`config.mk`:
```
export PLATFORM = sky130hd
export DESIGN_NAME = luhn_card_number_check
export DESIGN_NICKNAME = d
export VERILOG_FILES = /design/src/luhn_pkg.sv /design/src/luhn_ctrl.sv /design/src/luhn_dp.sv /design/src/luhn_card_number_check.sv
export SDC_FILE = /design/constraint.sdc
export NUM_CORES = 1
export LEC_CHECK = 0
export BUFFER_PORTS_ARGS = -buffer_cell sky130_fd_sc_hd__clkbuf_2
export CORE_ASPECT_RATIO = 1.25
export CORE_MARGIN = 3
export CORE_UTILIZATION = 55
export DETAILED_ROUTE_END_ITERATION = 7
export PLACE_DENSITY_LB_ADDON = 0.2
export SLEW_MARGIN = 30
export SYNTH_ARGS = -nofsm -noshare
export SYNTH_HDL_FRONTEND = slang
export SYNTH_SLANG_ARGS = --single-unit
```
`constraint.sdc`:
```
create_clock -name clk -period 6.3 [get_ports clk]
set_input_delay 0.945 -clock clk [delete_from_list [all_inputs] [get_ports clk]]
set_output_delay 0.945 -clock clk [all_outputs]
set_load 0.05 [all_outputs]
```
`src/luhn_pkg.sv`:
```
// Shared constants, types and helper functions for the Luhn card number check.
`default_nettype none

package luhn_pkg;

    localparam int NUM_WIDTH        = 54;
    localparam int BRAND_WIDTH      = 2;
    localparam int COUNT_WIDTH      = 5;
    localparam int SUM_WIDTH        = 8;
    localparam int DIGIT_WIDTH      = 4;
    localparam int MAX_DIGITS_DEF   = 16;
    localparam int DECIMAL_BASE     = 10;
    localparam int BCD_DIGITS       = 17;
    localparam int BCD_WIDTH        = BCD_DIGITS * DIGIT_WIDTH;
    localparam int BITS_PER_STEP    = 4;
    localparam int CONV_STEPS       = (NUM_WIDTH + BITS_PER_STEP - 1) / BITS_PER_STEP;
    localparam int SRC_WIDTH        = CONV_STEPS * BITS_PER_STEP;

    localparam int LEN_AMEX         = 15;
    localparam int LEN_LONG         = 16;
    localparam int LEN_SHORT        = 13;

    localparam logic [BRAND_WIDTH-1:0] BRAND_NONE   = 2'd0;
    localparam logic [BRAND_WIDTH-1:0] BRAND_AMEX   = 2'd1;
    localparam logic [BRAND_WIDTH-1:0] BRAND_MASTER = 2'd2;
    localparam logic [BRAND_WIDTH-1:0] BRAND_VISA   = 2'd3;

    typedef struct packed {
        logic load;
        logic conv;
        logic walk;
        logic emit;
    } cmd_t;

    typedef struct packed {
        logic slot_free;
    } status_t;

    // One step of double dabble: BITS_PER_STEP adjust-and-shift passes.
    function automatic logic [BCD_WIDTH-1:0] dabble(
        input logic [BCD_WIDTH-1:0]     bcd_in,
        input logic [BITS_PER_STEP-1:0] bits
    );
        logic [BCD_WIDTH-1:0] bcd;
        int                   s;
        int                   k;
        bcd = bcd_in;
        for (s = BITS_PER_STEP - 1; s >= 0; s--)
        begin
            for (k = 0; k < BCD_DIGITS; k++)
            begin
                if (bcd[k*DIGIT_WIDTH +: DIGIT_WIDTH] >= 4'd5)
                begin
                    bcd[k*DIGIT_WIDTH +: DIGIT_WIDTH] =
                        bcd[k*DIGIT_WIDTH +: DIGIT_WIDTH] + 4'd3;
                end
            end
            bcd = {bcd[BCD_WIDTH-2:0], bits[s]};
        end
        return bcd;
    endfunction

    // Luhn weight of a digit; odd positions are doubled and folded.
    function automatic logic [DIGIT_WIDTH-1:0] luhn_weight(
        input logic [DIGIT_WIDTH-1:0] d,
        input logic                   odd
    );
        logic [DIGIT_WIDTH:0]   dbl;
        logic [DIGIT_WIDTH-1:0] w;
        dbl = {d, 1'b0};
        if (!odd)
        begin
            w = d;
        end
        else if (dbl > 5'd9)
        begin
            w = 4'(dbl - 5'd9);
        end
        else
        begin
            w = dbl[DIGIT_WIDTH-1:0];
        end
        return w;
    endfunction

    function automatic logic [BRAND_WIDTH-1:0] classify(
        input logic [COUNT_WIDTH-1:0] count,
        input logic [DIGIT_WIDTH-1:0] hi,
        input logic [DIGIT_WIDTH-1:0] lo
    );
        logic [BRAND_WIDTH-1:0] b;
        b = BRAND_NONE;
        if (count == COUNT_WIDTH'(LEN_AMEX) && hi == 4'd3 && (lo == 4'd4 || lo == 4'd7))
        begin
            b = BRAND_AMEX;
        end
        else if (count == COUNT_WIDTH'(LEN_LONG) && hi == 4'd5 && lo >= 4'd1 && lo <= 4'd5)
        begin
            b = BRAND_MASTER;
        end
        else if ((count == COUNT_WIDTH'(LEN_SHORT) || count == COUNT_WIDTH'(LEN_LONG))
                 && hi == 4'd4)
        begin
            b = BRAND_VISA;
        end
        return b;
    endfunction

endpackage

`default_nettype wire

```
`src/luhn_ctrl.sv`:
```
// Sequencer for the Luhn check: load, binary-to-decimal conversion, digit walk, result.
`default_nettype none

module luhn_ctrl #(
    parameter int MAX_DIGITS = luhn_pkg::MAX_DIGITS_DEF
) (
    input  wire logic              clk,
    input  wire logic              rst_n,
    input  wire logic              card_valid,
    output logic                   card_stall,
    input  wire luhn_pkg::status_t status,
    output luhn_pkg::cmd_t         cmd
);

    localparam int WalkDigits = (MAX_DIGITS < luhn_pkg::BCD_DIGITS) ?
                                MAX_DIGITS : luhn_pkg::BCD_DIGITS;
    localparam int MaxSteps   = (WalkDigits > luhn_pkg::CONV_STEPS) ?
                                WalkDigits : luhn_pkg::CONV_STEPS;
    localparam int StepW      = $clog2(MaxSteps);

    typedef enum logic [3:0] {
        ST_IDLE = 4'b0001,
        ST_CONV = 4'b0010,
        ST_WALK = 4'b0100,
        ST_FIN  = 4'b1000
    } state_t;

    state_t           state_reg;
    state_t           state_next;
    logic [StepW-1:0] cnt_reg;
    logic [StepW-1:0] cnt_next;

    always_comb
    begin
        state_next = state_reg;
        cnt_next   = cnt_reg;
        cmd        = '0;
        card_stall = 1'b1;
        unique case (state_reg)
            ST_IDLE:
            begin
                card_stall = 1'b0;
                if (card_valid)
                begin
                    cmd.load   = 1'b1;
                    cnt_next   = '0;
                    state_next = ST_CONV;
                end
            end
            ST_CONV:
            begin
                cmd.conv = 1'b1;
                cnt_next = cnt_reg + StepW'(1);
                if (cnt_reg == StepW'(luhn_pkg::CONV_STEPS - 1))
                begin
                    cnt_next   = '0;
                    state_next = ST_WALK;
                end
            end
            ST_WALK:
            begin
                cmd.walk = 1'b1;
                cnt_next = cnt_reg + StepW'(1);
                if (cnt_reg == StepW'(WalkDigits - 1))
                begin
                    cnt_next   = '0;
                    state_next = ST_FIN;
                end
            end
            ST_FIN:
            begin
                if (status.slot_free)
                begin
                    cmd.emit   = 1'b1;
                    state_next = ST_IDLE;
                end
            end
            default:
            begin
                state_next = ST_IDLE;
            end
        endcase
    end

    always_ff @(posedge clk or negedge rst_n)
    begin
        if (!rst_n)
        begin
            state_reg <= ST_IDLE;
            cnt_reg   <= '0;
        end
        else
        begin
            state_reg <= state_next;
            cnt_reg   <= cnt_next;
        end
    end

endmodule

`default_nettype wire

```
`src/luhn_dp.sv`:
```
// Datapath for the Luhn check: double-dabble converter, digit walk and result register.
`default_nettype none

module luhn_dp #(
    parameter int MAX_DIGITS = luhn_pkg::MAX_DIGITS_DEF
) (
    input  wire logic                                clk,
    input  wire logic                                rst_n,
    input  wire luhn_pkg::cmd_t                      cmd,
    output luhn_pkg::status_t                        status,
    input  wire logic [luhn_pkg::NUM_WIDTH-1:0]      card_number,
    output logic                                     result_valid,
    input  wire logic                                result_stall,
    output logic [luhn_pkg::BRAND_WIDTH-1:0]         brand,
    output logic                                     checksum_ok,
    output logic [luhn_pkg::COUNT_WIDTH-1:0]         digit_count,
    output logic [luhn_pkg::SUM_WIDTH-1:0]           luhn_sum
);

    localparam int WalkDigits = (MAX_DIGITS < luhn_pkg::BCD_DIGITS) ?
                                MAX_DIGITS : luhn_pkg::BCD_DIGITS;
    localparam int PosW       = $clog2(WalkDigits + 1);
    localparam int DW         = luhn_pkg::DIGIT_WIDTH;

    logic [luhn_pkg::SRC_WIDTH-1:0]   src_reg,   src_next;
    logic [luhn_pkg::BCD_WIDTH-1:0]   bcd_reg,   bcd_next;
    logic [PosW-1:0]                  pos_reg,   pos_next;
    logic [PosW-1:0]                  count_reg, count_next;
    logic [luhn_pkg::SUM_WIDTH-1:0]   sum_reg,   sum_next;
    logic [DW-1:0]                    mod_reg,   mod_next;
    logic [DW-1:0]                    hi_reg,    hi_next;
    logic [DW-1:0]                    lo_reg,    lo_next;
    logic [DW-1:0]                    prev_reg,  prev_next;

    logic                             valid_reg, valid_next;
    logic [luhn_pkg::BRAND_WIDTH-1:0] brand_reg, brand_next;
    logic                             ok_reg,    ok_next;
    logic [luhn_pkg::COUNT_WIDTH-1:0] cnt_out_reg, cnt_out_next;
    logic [luhn_pkg::SUM_WIDTH-1:0]   sum_out_reg, sum_out_next;

    logic [DW-1:0] digit;
    logic [DW-1:0] weight;
    logic [DW:0]   mod_sum;
    logic          ok;
    logic          overlength;

    assign digit      = bcd_reg[DW-1:0];
    assign weight     = luhn_pkg::luhn_weight(digit, pos_reg[0]);
    assign mod_sum    = {1'b0, mod_reg} + {1'b0, weight};
    assign ok         = (mod_reg == '0);
    assign overlength = (bcd_reg != '0);

    assign status.slot_free = !valid_reg || !result_stall;

    always_comb
    begin
        src_next   = src_reg;
        bcd_next   = bcd_reg;
        pos_next   = pos_reg;
        count_next = count_reg;
        sum_next   = sum_reg;
        mod_next   = mod_reg;
        hi_next    = hi_reg;
        lo_next    = lo_reg;
        prev_next  = prev_reg;
        if (cmd.load)
        begin
            src_next   = luhn_pkg::SRC_WIDTH'(card_number);
            bcd_next   = '0;
            pos_next   = '0;
            count_next = '0;
            sum_next   = '0;
            mod_next   = '0;
            hi_next    = '0;
            lo_next    = '0;
            prev_next  = '0;
        end
        else if (cmd.conv)
        begin
            src_next = {src_reg[luhn_pkg::SRC_WIDTH-luhn_pkg::BITS_PER_STEP-1:0],
                        {luhn_pkg::BITS_PER_STEP{1'b0}}};
            bcd_next = luhn_pkg::dabble(bcd_reg,
                src_reg[luhn_pkg::SRC_WIDTH-1 -: luhn_pkg::BITS_PER_STEP]);
        end
        else if (cmd.walk)
        begin
            bcd_next  = {{DW{1'b0}}, bcd_reg[luhn_pkg::BCD_WIDTH-1:DW]};
            pos_next  = pos_reg + PosW'(1);
            sum_next  = sum_reg + luhn_pkg::SUM_WIDTH'(weight);
            if (mod_sum >= (DW+1)'(luhn_pkg::DECIMAL_BASE))
            begin
                mod_next = DW'(mod_sum - (DW+1)'(luhn_pkg::DECIMAL_BASE));
            end
            else
            begin
                mod_next = mod_sum[DW-1:0];
            end
            prev_next = digit;
            if (digit != '0)
            begin
                count_next = pos_reg + PosW'(1);
                hi_next    = digit;
                lo_next    = prev_reg;
            end
        end
    end

    always_comb
    begin
        valid_next   = valid_reg;
        brand_next   = brand_reg;
        ok_next      = ok_reg;
        cnt_out_next = cnt_out_reg;
        sum_out_next = sum_out_reg;
        if (cmd.emit)
        begin
            valid_next   = 1'b1;
            ok_next      = ok;
            // digits left over: every walked position counts
            cnt_out_next = overlength ? luhn_pkg::COUNT_WIDTH'(WalkDigits) :
                                        luhn_pkg::COUNT_WIDTH'(count_reg);
            sum_out_next = sum_reg;
            brand_next   = (ok && !overlength) ?
                           luhn_pkg::classify(luhn_pkg::COUNT_WIDTH'(count_reg),
                                              hi_reg, lo_reg) :
                           luhn_pkg::BRAND_NONE;
        end
        else if (valid_reg && !result_stall)
        begin
            valid_next = 1'b0;
        end
    end

    always_ff @(posedge clk or negedge rst_n)
    begin
        if (!rst_n)
        begin
            valid_reg <= 1'b0;
        end
        else
        begin
            valid_reg <= valid_next;
        end
    end

    always_ff @(posedge clk)
    begin
        src_reg     <= src_next;
        bcd_reg     <= bcd_next;
        pos_reg     <= pos_next;
        count_reg   <= count_next;
        sum_reg     <= sum_next;
        mod_reg     <= mod_next;
        hi_reg      <= hi_next;
        lo_reg      <= lo_next;
        prev_reg    <= prev_next;
        brand_reg   <= brand_next;
        ok_reg      <= ok_next;
        cnt_out_reg <= cnt_out_next;
        sum_out_reg <= sum_out_next;
    end

    assign result_valid = valid_reg;
    assign brand        = brand_reg;
    assign checksum_ok  = ok_reg;
    assign digit_count  = cnt_out_reg;
    assign luhn_sum     = sum_out_reg;

endmodule

`default_nettype wire

```
`src/luhn_card_number_check.sv`:
```
// Top level of the Luhn card number check: controller plus datapath.
//
//  channel | direction | handshake                   | payload
//  --------+-----------+-----------------------------+-------------------------------------
//  card    | in        | card_valid / card_stall     | card_number[53:0]
//  result  | out       | result_valid / result_stall | brand, checksum_ok, digit_count, luhn_sum
//
//  After acceptance the sequencer loads, runs 14 double-dabble steps of 4 bits each, walks
//  min(MAX_DIGITS, 17) decimal digits at one decimal digit per cycle, then emits the result.
//  card_stall is low only while the sequencer is idle; a new item waits until the last is emitted.
//  A finished result sits in the output register; a new item is taken while it waits,
//  and the next result is held back only while that register is stalled.
//  rst_n clears the sequencer and result_valid asynchronously.
`default_nettype none

module luhn_card_number_check #(
    parameter int MAX_DIGITS = luhn_pkg::MAX_DIGITS_DEF
) (
    input  wire logic                           clk,
    input  wire logic                           rst_n,
    input  wire logic                           card_valid,
    output logic                                card_stall,
    input  wire logic [luhn_pkg::NUM_WIDTH-1:0] card_number,
    output logic                                result_valid,
    input  wire logic                           result_stall,
    output logic [luhn_pkg::BRAND_WIDTH-1:0]    brand,
    output logic                                checksum_ok,
    output logic [luhn_pkg::COUNT_WIDTH-1:0]    digit_count,
    output logic [luhn_pkg::SUM_WIDTH-1:0]      luhn_sum
);

    luhn_pkg::cmd_t    cmd;
    luhn_pkg::status_t status;

    luhn_ctrl #(
        .MAX_DIGITS (MAX_DIGITS)
    ) u_ctrl (
        .clk        (clk),
        .rst_n      (rst_n),
        .card_valid (card_valid),
        .card_stall (card_stall),
        .status     (status),
        .cmd        (cmd)
    );

    luhn_dp #(
        .MAX_DIGITS (MAX_DIGITS)
    ) u_dp (
        .clk          (clk),
        .rst_n        (rst_n),
        .cmd          (cmd),
        .status       (status),
        .card_number  (card_number),
        .result_valid (result_valid),
        .result_stall (result_stall),
        .brand        (brand),
        .checksum_ok  (checksum_ok),
        .digit_count  (digit_count),
        .luhn_sum     (luhn_sum)
    );

endmodule

`default_nettype wire

```
Word-level counts from Yosys, hierarchy flattened
Index checks and enable logic that the tools add are counted.
{"block": "word_totals", "regBits": 183, "input_bits": 58, "elab_cells": 408}
{"block": "op_classes", "n_addsub": 74, "magnitude_cmp": 72, "eq_ne": 18, "muxes": 198, "n_bitwise": 2, "reduce_logical": 26}
{"op": "4-bit 2-to-1 mux", "n": 170}
{"op": "4-bit by 3-bit >= comparator with 1-bit output, second input constant", "n": 68}
{"op": "4-bit by 2-bit adder with 4-bit output, second input constant", "n": 64}
{"op": "68-bit 2-to-1 mux", "n": 2}
{"op": "54-bit 2-to-1 mux", "n": 2}
{"op": "68-bit nonzero test", "n": 1}
{"op": "3-bit 2-to-1 mux", "n": 10}
{"op": "4-bit by 3-bit equality test with 1-bit output, second input constant", "n": 5}
{"op": "4-bit case mux with 4 select lines", "n": 1}
{"op": "3-bit by 2-bit adder with 3-bit output, second input constant", "n": 4}
{"op": "4-bit equality test, second input constant", "n": 3}
{"op": "4-bit case mux with 3 select lines", "n": 1}
{"op": "5-bit by 4-bit equality test with 1-bit output, second input constant", "n": 2}
{"op": "1-bit 2-to-1 mux", "n": 10}
{"op": "8-bit by 4-bit adder with 8-bit output", "n": 1}
{"op": "4-bit by 2-bit equality test with 1-bit output, second input constant", "n": 2}
{"op": "1-bit logical AND", "n": 8}
{"op": "4-bit subtractor, second input constant", "n": 2}
{"op": "2-bit nonzero test", "n": 3}
{"op": "4-bit by 4-bit adder with 5-bit output", "n": 1}
{"op": "5-bit by 1-bit adder with 5-bit output, second input constant", "n": 1}
{"op": "5-bit equality test, second input constant", "n": 1}
{"op": "5-bit by 4-bit >= comparator with 1-bit output, second input constant", "n": 1}
{"op": "5-bit by 4-bit greater-than comparator with 1-bit output, second input constant", "n": 1}
{"op": "other kinds (17)", "n": 26}

Depth between registers and ports, before layout
Gate-level depths: netlist of run 1.
{"block": "depth", "depth_word": 15, "ltp_mapped": 19, "depth_no_buf": 19}

Modules after synthesis
Synthesis of run 1 repeated with hierarchy kept, for this count alone.
{"block": "unflattened", "cells_unflattened": 2013, "area_unflattened_um2": 16460.8}
{"module": "luhn_dp", "n_inst": 1, "cells_per_inst": 1960, "area_each_um2": 15919.0, "seq_area_each_um2": 4209.0}
{"module": "luhn_ctrl", "n_inst": 1, "cells_per_inst": 53, "area_each_um2": 541.8, "seq_area_each_um2": 201.4}

Least setup slack after synthesis of run 1
Ideal clock, no wire load.
{"block": "synth_timing", "kind": "register to register", "from": "reg u_dp.bcd_reg[64] (netlist name)", "to": "reg u_dp.bcd_reg[65] (netlist name)", "setup_time_ps": 137, "arrival_ps": 3324, "required_ps": 6163, "slack_ps": 2839, "path_stages_with_launch": 19, "path_buffers": 1, "period_less_slack_ps": 3461, "path_cell_list": "dfxtp_1 -> inv_1 -> ha_1 -> clkbuf_1 -> nand2b_1 -> a21oi_1 -> xnor2_1 -> inv_1 -> ha_1 -> o21bai_1 -> o2bb2ai_1 -> ha_1 -> inv_1 -> a21o_1 -> a22oi_1 -> inv_1 -> ha_1 -> o41ai_1 -> o211ai_1"}
{"block": "synth_via", "elab_chain_cells": 15, "elab_cells_between_ends": 18, "classes_between": "3 x add/sub; 4 x order compare; 11 x mux"}
{"item": "from (decl)", "line_no": "luhn_dp.sv:26", "source": "logic [luhn_pkg::BCD_WIDTH-1:0] bcd_reg, bcd_next;"}
{"item": "from (signal assigned)", "line_no": "luhn_dp.sv:149", "source": "bcd_reg <= bcd_next;"}
{"item": "4-bit by 3-bit >= comparator with 1-bit output / 3-bit by 2-bit adder with 3-bit output (equally long branches)", "line_no": "luhn_pkg.sv:52, luhn_pkg.sv:55"}
{"item": "3-bit 2-to-1 mux (*)", "line_no": "luhn_pkg.sv:52", "source": "if (bcd[k*DIGIT_WIDTH +: DIGIT_WIDTH] >= 4'd5)"}
{"item": "3-bit 2-to-1 mux (*)", "line_no": "luhn_dp.sv:78", "source": "else if (cmd.conv)"}
{"item": "3-bit 2-to-1 mux (*)", "line_no": "luhn_dp.sv:66", "source": "if (cmd.load)"}
{"item": "4-bit by 3-bit >= comparator with 1-bit output / 3-bit by 2-bit adder with 3-bit output (equally long branches)", "line_no": "luhn_pkg.sv:52, luhn_pkg.sv:55"}
{"item": "3-bit 2-to-1 mux (*)", "line_no": "luhn_pkg.sv:52"}
{"item": "3-bit 2-to-1 mux (*)", "line_no": "luhn_dp.sv:78"}
{"item": "3-bit 2-to-1 mux (*)", "line_no": "luhn_dp.sv:66"}
{"item": "4-bit by 3-bit >= comparator with 1-bit output / 3-bit by 2-bit adder with 3-bit output (equally long branches)", "line_no": "luhn_pkg.sv:52, luhn_pkg.sv:55"}
{"item": "3-bit 2-to-1 mux (*)", "line_no": "luhn_pkg.sv:52"}
{"item": "3-bit 2-to-1 mux (*)", "line_no": "luhn_dp.sv:78"}
{"item": "3-bit 2-to-1 mux (*)", "line_no": "luhn_dp.sv:66"}
{"item": "4-bit by 3-bit >= comparator with 1-bit output (*)", "line_no": "luhn_pkg.sv:52"}
{"item": "3-bit 2-to-1 mux (*)", "line_no": "luhn_pkg.sv:52"}
{"item": "68-bit 2-to-1 mux (*)", "line_no": "luhn_dp.sv:78"}
Every way passes the cells marked *; elsewhere a longest branch is shown, timed or not. The select of a mux whose other input is x is not followed.
A chain may end at the register's enable or synchronous reset.

Final worst setup path of run 1
{"block": "layout_timing", "from": "reg u_dp.bcd_reg[16] (netlist name)", "to": "reg u_dp.bcd_reg[18] (netlist name)"}
{"block": "layout_via", "elab_chain_cells": 15, "elab_cells_between_ends": 19, "classes_between": "4 x add/sub; 4 x order compare; 11 x mux"}
{"item": "4-bit by 2-bit adder with 4-bit output / 4-bit by 3-bit >= comparator with 1-bit output (equally long branches)", "line_no": "luhn_pkg.sv:55, luhn_pkg.sv:52"}
{"item": "4-bit 2-to-1 mux (*)", "line_no": "luhn_pkg.sv:52"}
{"item": "4-bit 2-to-1 mux (*)", "line_no": "luhn_dp.sv:78"}
{"item": "4-bit 2-to-1 mux (*)", "line_no": "luhn_dp.sv:66"}
{"item": "4-bit by 2-bit adder with 4-bit output / 4-bit by 3-bit >= comparator with 1-bit output (equally long branches)", "line_no": "luhn_pkg.sv:55, luhn_pkg.sv:52"}
{"item": "4-bit 2-to-1 mux (*)", "line_no": "luhn_pkg.sv:52"}
{"item": "4-bit 2-to-1 mux (*)", "line_no": "luhn_dp.sv:78"}
{"item": "4-bit 2-to-1 mux (*)", "line_no": "luhn_dp.sv:66"}
{"item": "4-bit by 3-bit >= comparator with 1-bit output / 4-bit by 2-bit adder with 4-bit output (equally long branches)", "line_no": "luhn_pkg.sv:52, luhn_pkg.sv:55"}
{"item": "4-bit 2-to-1 mux (*)", "line_no": "luhn_pkg.sv:52"}
{"item": "4-bit 2-to-1 mux (*)", "line_no": "luhn_dp.sv:78"}
{"item": "4-bit 2-to-1 mux (*)", "line_no": "luhn_dp.sv:66"}
{"item": "4-bit by 2-bit adder with 4-bit output / 4-bit by 3-bit >= comparator with 1-bit output (equally long branches)", "line_no": "luhn_pkg.sv:55, luhn_pkg.sv:52"}
{"item": "4-bit 2-to-1 mux (*)", "line_no": "luhn_pkg.sv:52"}
{"item": "68-bit 2-to-1 mux (*)", "line_no": "luhn_dp.sv:78"}
Marked as above.

==> load_flow_metrics.sql, run 1 <==
INSERT INTO impl_metrics (metric_group, metric, value, unit) VALUES
('worst_setup_path', 'critPathKind', 'flip-flop to flip-flop', ''),
('timing', 'slew_violations', '0', ''),
('die', 'die_w', '154.5', 'um'),
('grt', 'global_route.overflow_total', '0', ''),
('routing', 'drt_first_iter_violations', '1052', ''),
('grt', 'grt_pass1_vias', '13400', ''),
('worst_setup_path', 'timing.critical_path.buf_inv', '3', ''),
('timing', 'finalCritPeriodShare', '62.08', '%'),
('synthesis', 'async_reset_ff_share', '4.918', '%'),
('routing', 'wirelength', '37870', 'um'),
('hold_path', 'min_path_type', 'input pin to asynchronous set/reset pin', ''),
('synthesis', 'synth.avg_cell_area', '7.707', 'um2'),
('worst_setup_path', 'critPathSlowestCell', 'sky130_fd_sc_hd__dfxtp_1', ''),
('cts', 'clock_sink_count', '183', ''),
('routing', 'wire_per_inst', '16.23', 'um'),
('final_layout', 'final_util', '60.34', '%'),
('timing', 'layout_min_cycle_time', '3.911', 'ns'),
('grt', 'grtUsageMet3', '3.944', '%'),
('timing', 'setup-violations-final', '0', ''),
('routing', 'remaining_antenna_violation_count_after_routing', '0', ''),
('placed_design', 'numPortBuffers', '75', ''),
('placed_design', 'detailedPlacementHpwl', '26410', 'um'),
('grt', 'global_route.usage.met2', '45.34', '%'),
('die', 'dieArea', '29620', 'um2'),
('timing', 'grt_setup_unrepaired', 'no', ''),
('cts', 'cts_resized', '0', ''),
('cts', 'cts_root_buffer', 'sky130_fd_sc_hd__clkbuf_16', ''),
('cts', 'htree_num_levels', '4', ''),
('timing', 'clock_skew', '0.01286', 'ns'),
('cts', 'max-clock-path-buffers', '2', ''),
('die', 'number_of_placement_rows', '67', ''),
('timing', 'hold_violations', '0', ''),
('final_layout', 'insertedDiodeCount', '0', ''),
('die', 'ioPinCount', '76', ''),
('final_layout', 'layout.filler_cells', '2442', ''),
('worst_setup_path', 'crit_path_cell_trace', 'inv_1 > ha_1 > nor2b_1 > o31ai_1 > or2_2 > ha_1 > inv_1 > o21ai_0 > a21oi_1 > o21a_1 > ha_1 > nor2_1 > a221o_1 > a32oi_1 > inv_1 > a21o_1 > a21oi_1 > o22ai_1', ''),
('synthesis', 'total_nets_after_synthesis', '2123', ''),
('synthesis', 'yosysWarningCount', '0', ''),
('synthesis', 'synthDistinctLibCells', '92', ''),
('grt', 'number_of_antenna_violations_at_the_first_check_in_global_routing', '0', ''),
('synthesis', 'synth-seq-area-share', '29.08', '%'),
('synthesis', 'ys_top_cells_by_area', 'sky130_fd_sc_hd__edfxtp_1, sky130_fd_sc_hd__dfxtp_1, sky130_fd_sc_hd__nand2_1, sky130_fd_sc_hd__ha_1, sky130_fd_sc_hd__a21oi_1', ''),
('synthesis', 'synth-seq-cells', '183', ''),
('placed_design', 'gp_congestion', '0.8871', ''),
('final_layout', 'post_route_cells_drive_above_1_share', '9.759', '%'),
('worst_setup_path', 'max_stage_delay', '0.38', 'ns'),
('synthesis', 'synth_area', '15170', 'um2'),
('cts', 'clk_transition_reported_paths', '0.08', 'ns'),
('synthesis', 'synth_cells', '1968', ''),
('grt', 'groute.layer.met1.usage', '29.32', '%'),
('final_layout', 'syn2layout_area_growth', '7.383', '%'),
('cts', 'worst_skew_pair.late_latency', '0.45', 'ns'),
('routing', 'vias_per_cell', '6.155', ''),
('worst_setup_path', 'maximum_fanout_encountered_on_the_critical_timing_path', '7', ''),
('die', 'core_region_area', '26990', 'um2'),
('run_status', 'status', 'finished, final reports clean', ''),
('routing', 'route.vias.total', '14360', ''),
('cts', 'post_cts_setup_buffer_count', '0', ''),
('grt', 'grt.busiest_layer', 'met2', ''),
('worst_setup_path', 'timing.critical_path.to_type', 'flip-flop', ''),
('timing', 'fmax', '255.7', 'MHz'),
('timing', 'relSlewSlack', '36.49', '%'),
('final_layout', 'largest_reg_flops', '68', ''),
('synthesis', 'synth_largest_area_cell', 'sky130_fd_sc_hd__edfxtp_1', ''),
('synthesis', 'synth_enable_flop_cells', '70', ''),
('die', 'dieHeight', '191.7', 'um'),
('run', 'maxCapViolCount', '0', ''),
('timing', 'worst_slew_pin_slew', '0.9454', 'ns'),
('grt', 'grt_util_all_layers', '25.04', '%'),
('cts', 'cts_inserted_buffers', '17', ''),
('cts', 'cts_tree', 'yes', '');
## logic make-up (layout without fill, tap and decap cells)
| family | after synthesis | count (layout) | synth area share [%] |
|---|---|---|---|
| buf+inv | 198 | 218 | 5.139 |
| mux | 61 | 61 | 4.174 |
| xor+xnor | 70 | 70 | 4.339 |
| compound gates | 590 | 590 | 25.75 |
| fa+ha+maj | 97 | 97 | 8.101 |
| simple gates | 769 | 769 | 23.42 |
| flops | 183 | 183 | 29.08 |
## cell type report
cell class                      count  area, um2  share of cell area [%]
Clock inverter                     11      97.59                  0.5992
Timing Repair Buffer               86      457.9                   2.812
Sequential cell                   183       4410                   27.08
Tap cell                          345      431.7                   2.650
Inverter                          100      375.4                   2.305
Clock buffer                       21      493.0                   3.027
Multi-Input combinational cell   1587      10020                   61.53
## placed cells by master, fill, tap and decap left out, types with 14 or more instances in the layout
cell type	instances
sky130_fd_sc_hd__a211oi_1	28
sky130_fd_sc_hd__a21o_1	14
sky130_fd_sc_hd__a21oi_1	145
sky130_fd_sc_hd__a22oi_1	32
sky130_fd_sc_hd__a31oi_1	29
sky130_fd_sc_hd__and2_1	25
sky130_fd_sc_hd__and3_1	15
sky130_fd_sc_hd__clkbuf_16	19
sky130_fd_sc_hd__clkbuf_2	75
sky130_fd_sc_hd__dfxtp_1	104
sky130_fd_sc_hd__edfxtp_1	70
sky130_fd_sc_hd__ha_1	95
sky130_fd_sc_hd__inv_1	98
sky130_fd_sc_hd__mux2_2	14
sky130_fd_sc_hd__mux2i_1	46
sky130_fd_sc_hd__nand2_1	349
sky130_fd_sc_hd__nand2b_1	24
sky130_fd_sc_hd__nand3_1	51
sky130_fd_sc_hd__nor2_1	139
sky130_fd_sc_hd__nor2b_1	25
sky130_fd_sc_hd__nor3_1	47
sky130_fd_sc_hd__nor4_1	15
sky130_fd_sc_hd__o211ai_1	26
sky130_fd_sc_hd__o21a_1	23
sky130_fd_sc_hd__o21ai_0	117
sky130_fd_sc_hd__o21ai_1	14
sky130_fd_sc_hd__o21bai_1	16
sky130_fd_sc_hd__o22ai_1	16
sky130_fd_sc_hd__o31ai_1	17
sky130_fd_sc_hd__or2_2	14
sky130_fd_sc_hd__xnor2_1	40
sky130_fd_sc_hd__xor2_1	24
## routing by layer
| layer | up-vias | share of wire [%] | wire, um |
|---|---|---|---|
| met5 | - | 0 | 0 |
| met4 | 0 | 3.0 | 1129 |
| met3 | 79 | 4.2 | 1608 |
| met2 | 324 | 51 | 19220 |
| met1 | 6840 | 42 | 15910 |
| li1 | 7116 | - | - |
## cells in the mapped netlist (8+ instances only)
cell type	instances
sky130_fd_sc_hd__o21bai_1	16
sky130_fd_sc_hd__o21ai_1	14
sky130_fd_sc_hd__o31ai_1	17
sky130_fd_sc_hd__buf_1	8
sky130_fd_sc_hd__o21a_1	23
sky130_fd_sc_hd__nor4_1	15
sky130_fd_sc_hd__mux2i_1	46
sky130_fd_sc_hd__o22ai_1	16
sky130_fd_sc_hd__xnor2_1	40
sky130_fd_sc_hd__nor2b_1	25
sky130_fd_sc_hd__and3_1	15
sky130_fd_sc_hd__or2_2	14
sky130_fd_sc_hd__dfrtp_1	8
sky130_fd_sc_hd__a31o_2	9
sky130_fd_sc_hd__nand3_1	51
sky130_fd_sc_hd__edfxtp_1	70
sky130_fd_sc_hd__a21o_1	14
sky130_fd_sc_hd__a211o_1	9
sky130_fd_sc_hd__mux2_2	14
sky130_fd_sc_hd__a21oi_1	147
sky130_fd_sc_hd__ha_1	95
sky130_fd_sc_hd__a22oi_1	32
sky130_fd_sc_hd__clkbuf_1	68
sky130_fd_sc_hd__buf_2	19
sky130_fd_sc_hd__nor3b_1	10
sky130_fd_sc_hd__nand2_1	351
sky130_fd_sc_hd__o21ai_0	117
sky130_fd_sc_hd__a211oi_1	28
sky130_fd_sc_hd__inv_1	98
sky130_fd_sc_hd__nor3_1	47
sky130_fd_sc_hd__a31oi_1	29
sky130_fd_sc_hd__o221ai_1	12
sky130_fd_sc_hd__nor2_1	140
sky130_fd_sc_hd__a2bb2oi_1	11
sky130_fd_sc_hd__xor2_1	24
sky130_fd_sc_hd__nand2b_1	24
sky130_fd_sc_hd__nand4_1	12
sky130_fd_sc_hd__and2_1	26
sky130_fd_sc_hd__o211ai_1	26
sky130_fd_sc_hd__dfxtp_1	104
## final timing paths
check                      slack, ns  depth (start not counted)        startpoint                   to
setup / recovery                2.39                         18  u_dp.bcd_reg[16]     u_dp.bcd_reg[18]
hold / removal                  0.34                          1             rst_n  u_ctrl.state_reg[3]
setup reg to reg                2.39                         18  u_dp.bcd_reg[16]     u_dp.bcd_reg[18]
hold reg to reg                 0.45                          2  u_dp.prev_reg[1]       u_dp.lo_reg[1]
max in group asynchronous       5.70                          1             rst_n  u_ctrl.state_reg[0]
min in group clk                0.45                          2  u_dp.prev_reg[1]       u_dp.lo_reg[1]
## metrics by stage
step | hold slack (ns) | cell area, um2 | setup slack [ns] | instances
6_report | 0.3421 | 16290 | 2.389 | 2333
5_1_grt | 0.3402 | 16290 | 1.976 | 2333
4_1_cts | 0.3388 | 16280 | 2.456 | 2333
3_5_place_dp | 0.4460 | 15690 | 2.472 | 2301
3_3_place_gp | 0.4387 | 15680 | 2.611 | 2301
2_1_floorplan | 0.4280 | 15170 | 2.839 | 1968
Power of run 1 is not shown: default switching activity piles up to over one toggle a cycle in this logic, so the estimate is an artifact.
==> inputs of run 2 (changes only) <==
--- a/config.mk
+++ b/config.mk
@@ -5,6 +5,7 @@
 export SDC_FILE = /design/constraint.sdc
 export NUM_CORES = 1
 export LEC_CHECK = 0
+export ABC_AREA = 1
 export BUFFER_PORTS_ARGS = -buffer_cell sky130_fd_sc_hd__clkbuf_2
 export CORE_ASPECT_RATIO = 1.25
 export CORE_MARGIN = 3
==> constraint.sdc (replaced) <==
create_clock -name clk -period 3.9 [get_ports clk]
set_input_delay 0.585 -clock clk [delete_from_list [all_inputs] [get_ports clk]]
set_output_delay 0.585 -clock clk [all_outputs]
set_load 0.05 [all_outputs]
==> run 2 against run 1 <==
Worst hold slack better by 0.058 ns. Flip-flop and latch count unchanged. Worst setup slack lost 1.9 ns. Core utilization rose by 0.85 points. Critical path depth up 11. Area after synthesis shrank 0.54%. Non-clock buffer count up 3. Clock skew fell by 0.0029 ns. Via count shrank 0.29%. First-iteration DRC count shrank 31%. Largest cell class unchanged. Highest routed layer unchanged.
==> load_flow_metrics.sql, run 2 <==
INSERT INTO impl_metrics (metric_group, metric, value, unit) VALUES
('run_status', 'status', 'finished, final reports clean', ''),
('routing', 'wl_met2', '18260', 'um'),
('synthesis', 'synth_cells', '2215', ''),
('worst_setup_path', 'worst-endpoint-required', '4.27', 'ns'),
('worst_setup_path', 'setup_crit_start_kind', 'flip-flop', ''),
('final_layout', 'regArea', '4412', 'um2'),
('final_layout', 'syn2layout_area_growth', '9.149', '%'),
('final_layout', 'area_of_the_multi_input_gates', '9164', 'um2'),
('synthesis', 'synth_area', '15080', 'um2'),
('worst_setup_path', 'critPathKind', 'flip-flop to flip-flop', ''),
('final_layout', 'layoutNonFillerInstCount', '2626', ''),
('synthesis', 'synth_commonest_cells', 'sky130_fd_sc_hd__nand2_1, sky130_fd_sc_hd__inv_1, sky130_fd_sc_hd__nand3_1', ''),
('cts', 'cts_root_buffer', 'sky130_fd_sc_hd__clkbuf_16', ''),
('worst_setup_path', 'worst-endpoint-arrival', '3.76', 'ns'),
('final_layout', 'largest_reg_flops', '68', ''),
('die', 'die_w', '154.1', 'um'),
('synthesis', 'synthXorXnorAreaFrac', '2.405', '%'),
('routing', 'route.vias.total', '14320', ''),
('routing', 'met3_wirelength', '1366', 'um'),
('timing', 'clock_skew', '0.009986', 'ns'),
('synthesis', 'ys_top_cells_by_area', 'sky130_fd_sc_hd__nand2_1, sky130_fd_sc_hd__edfxtp_1, sky130_fd_sc_hd__dfxtp_1, sky130_fd_sc_hd__inv_1, sky130_fd_sc_hd__ha_1', ''),
('timing', 'slew_violations', '0', ''),
('final_layout', 'post_route_cells_drive_above_1_share', '14.42', '%'),
('timing', 'grt_setup_unrepaired', 'no', ''),
('final_layout', 'final_net_count', '2423', ''),
('worst_setup_path', 'max_stage_delay', '0.38', 'ns'),
('synthesis', 'total_nets_after_synthesis', '2370', ''),
('grt', 'grt_pass1_vias', '13940', ''),
('synthesis', 'compound_gate_portion_of_the_synthesized_area', '14.19', '%'),
('placed_design', 'detailedPlacementHpwl', '26430', 'um'),
('synthesis', 'synth_flop_cell', 'sky130_fd_sc_hd__dfxtp_1', ''),
('timing', 'worst_slew_pin_slew', '0.8276', 'ns'),
('cts', 'max-clock-path-buffers', '2', ''),
('routing', 'wirelength', '35620', 'um'),
('synthesis', 'async_reset_ff_share', '4.918', '%'),
('hold_path', 'min_path_type', 'input pin to flip-flop', ''),
('final_layout', 'layout_common_cells', 'sky130_fd_sc_hd__nand2_1, sky130_fd_sc_hd__inv_1, sky130_fd_sc_hd__nand3_1', ''),
('timing', 'layout_min_cycle_time', '3.396', 'ns'),
('timing', 'hold_violations', '0', ''),
('synthesis', 'synth_enable_flop_cells', '70', ''),
('synthesis', 'synth_most_common_cell', 'sky130_fd_sc_hd__nand2_1', ''),
('synthesis', 'post_synth_and_or_nand_nor_area_fraction', '35.86', '%'),
('die', 'core_region_area', '26910', 'um2'),
('cts', 'cts_tree', 'yes', ''),
('worst_setup_path', 'worst_path_most_repeated_cell', 'sky130_fd_sc_hd__nand2_1', ''),
('routing', 'remaining_antenna_violation_count_after_routing', '0', ''),
('worst_setup_path', 'critPathSlowestCell', 'sky130_fd_sc_hd__dfxtp_1', ''),
('synthesis', 'synth_top_family_by_area', 'simple AND/OR/NAND/NOR gates', ''),
('die', 'initial_core_util', '56.06', '%'),
('worst_setup_path', 'timing.critical_path.buf_inv', '6', ''),
('die', 'dieHeight', '191.2', 'um'),
('grt', 'number_of_antenna_violations_at_the_first_check_in_global_routing', '0', ''),
('placed_design', 'gp_congestion', '0.8549', ''),
('cts', 'htree_num_levels', '4', ''),
('synthesis', 'synth_top_area_share', '16.22', '%'),
('synthesis', 'post_synth_mux_area_share', '0', '%'),
('timing', 'tns', '0', 'ns'),
('die', 'number_of_placement_rows', '67', ''),
('timing', 'setup-violations-final', '0', ''),
('run', 'maxCapViolCount', '0', ''),
('cts', 'clk_transition_reported_paths', '0.07', 'ns'),
('placed_design', 'numPortBuffers', '75', ''),
('die', 'ioPinCount', '76', ''),
('cts', 'worst_skew_pair.late_latency', '0.44', 'ns'),
('routing', 'drc', '0', ''),
('worst_setup_path', 'maximum_fanout_encountered_on_the_critical_timing_path', '4', ''),
('routing', 'maxUsedRoutingLayer', 'met4', ''),
('grt', 'global_route.overflow_total', '0', ''),
('synthesis', 'yosysWarningCount', '0', ''),
('synthesis', 'synthDistinctLibCells', '50', ''),
('worst_setup_path', 'crit_family', 'simple AND/OR/NAND/NOR gates', ''),
('synthesis', 'synth-seq-cells', '183', ''),
('timing', 'finalCritPeriodShare', '87.09', '%'),
('routing', 'drt_first_iter_violations', '725', ''),
('routing', 'wirelength_met1', '15130', 'um'),
('final_layout', 'insertedDiodeCount', '0', ''),
('final_layout', 'layout_commonest_cell', 'sky130_fd_sc_hd__nand2_1', ''),
('placed_design', 'placed_cells', '2593', ''),
('die', 'dieArea', '29460', 'um2'),
('routing', 'vias_per_cell', '5.452', ''),
('synthesis', 'yosys.area_share.adder', '8.145', '%'),
('synthesis', 'synth_largest_area_cell', 'sky130_fd_sc_hd__nand2_1', ''),
('final_layout', 'layout.filler_cells', '2500', ''),
('timing', 'fmax', '294.4', 'MHz'),
('timing', 'fin_worst_hold_slack', '0.3999', 'ns'),
('cts', 'clock_sink_count', '183', ''),
('grt', 'grt_first_pass_wirelength', '61740', 'um'),
('timing', 'relSlewSlack', '44.75', '%'),
('routing', 'dr.pass1.iters', '6', ''),
('synthesis', 'synth.avg_cell_area', '6.810', 'um2'),
('worst_setup_path', 'timing.critical_path.to_type', 'flip-flop', ''),
('grt', 'grt_util_all_layers', '24.50', '%'),
('grt', 'grt_start_max_net_pins', '101', ''),
('cts', 'cts_inserted_buffers', '17', ''),
('synthesis', 'synth-seq-area-share', '29.24', '%'),
('routing', 'wire_per_inst', '13.56', 'um');
## run 2: cell families after synthesis
group                    after synthesis
adder cells (fa/ha/maj)               97
buffers and inverters                404
XOR/XNOR                              29
AO/OA/AOI/OAI                        362
flip-flops                           183
AND/OR/NAND/NOR                     1140
## run 2: final timing paths
path | start | to | slack (ns) | cells past startpoint
worst max-delay path | u_dp.bcd_reg[64] | u_dp.bcd_reg[66] | 0.50 | 29
worst min-delay path | result_stall | u_dp.result_valid | 0.40 | 3
worst max register to register | u_dp.bcd_reg[64] | u_dp.bcd_reg[66] | 0.50 | 29
worst min register to register | u_dp.prev_reg[2] | u_dp.prev_reg[2] | 0.47 | 2
max in group asynchronous | rst_n | u_ctrl.state_reg[0] | 3.12 | 2
min in group asynchronous | rst_n | u_dp.result_valid | 0.53 | 2
## run 2: cell type report
cell class | instances | share of cell area (%)
Clock buffer | 20 | 2.903
Multi-Input combinational cell | 1628 | 55.66
Inverter | 349 | 7.957
Timing Repair Buffer | 89 | 3.161
Tap cell | 345 | 2.622
Sequential cell | 183 | 26.80
Clock inverter | 12 | 0.9043
## run 2: timing repair
action,in CTS,in global routing
gates resized for setup,0,1
hold buffers,1,0
buffers inserted,0,0
endpoints found under the hold margin,8,0
endpoints found under the setup margin,0,2
## run 2: worst register-to-register path, delay by kind of cell, from the launching register on
kind | cells | cell delay (ns)
AOI/OAI and AO/OA | 1 | 0.15
adders and majority gates | 4 | 0.75
buffers and inverters | 6 | 0.40
DFF | 1 | 0.38
and+or+nand+nor | 18 | 1.63
## run 2: through the flow
stage | util [%] | cell area, um2 | worst slack, ns
floorplan | - | 15080 | 0.6747
global route | 61.18 | 16460 | 0.07375
CTS | 61.18 | 16460 | 0.4814
global placement | 58.81 | 15830 | 0.6856
finish | 61.18 | 16460 | 0.5036
detailed placement | 58.81 | 15830 | 0.5233
## run 2: routing by layer
layer | track usage, % | vias to the layer above
met5 | 0 | -
met3 | 3.351 | 66
met2 | 45.83 | 281
met4 | 8.801 | 0
met1 | 28.35 | 6593
li1 | - | 7378
Power of run 2 is left out for the same reason.
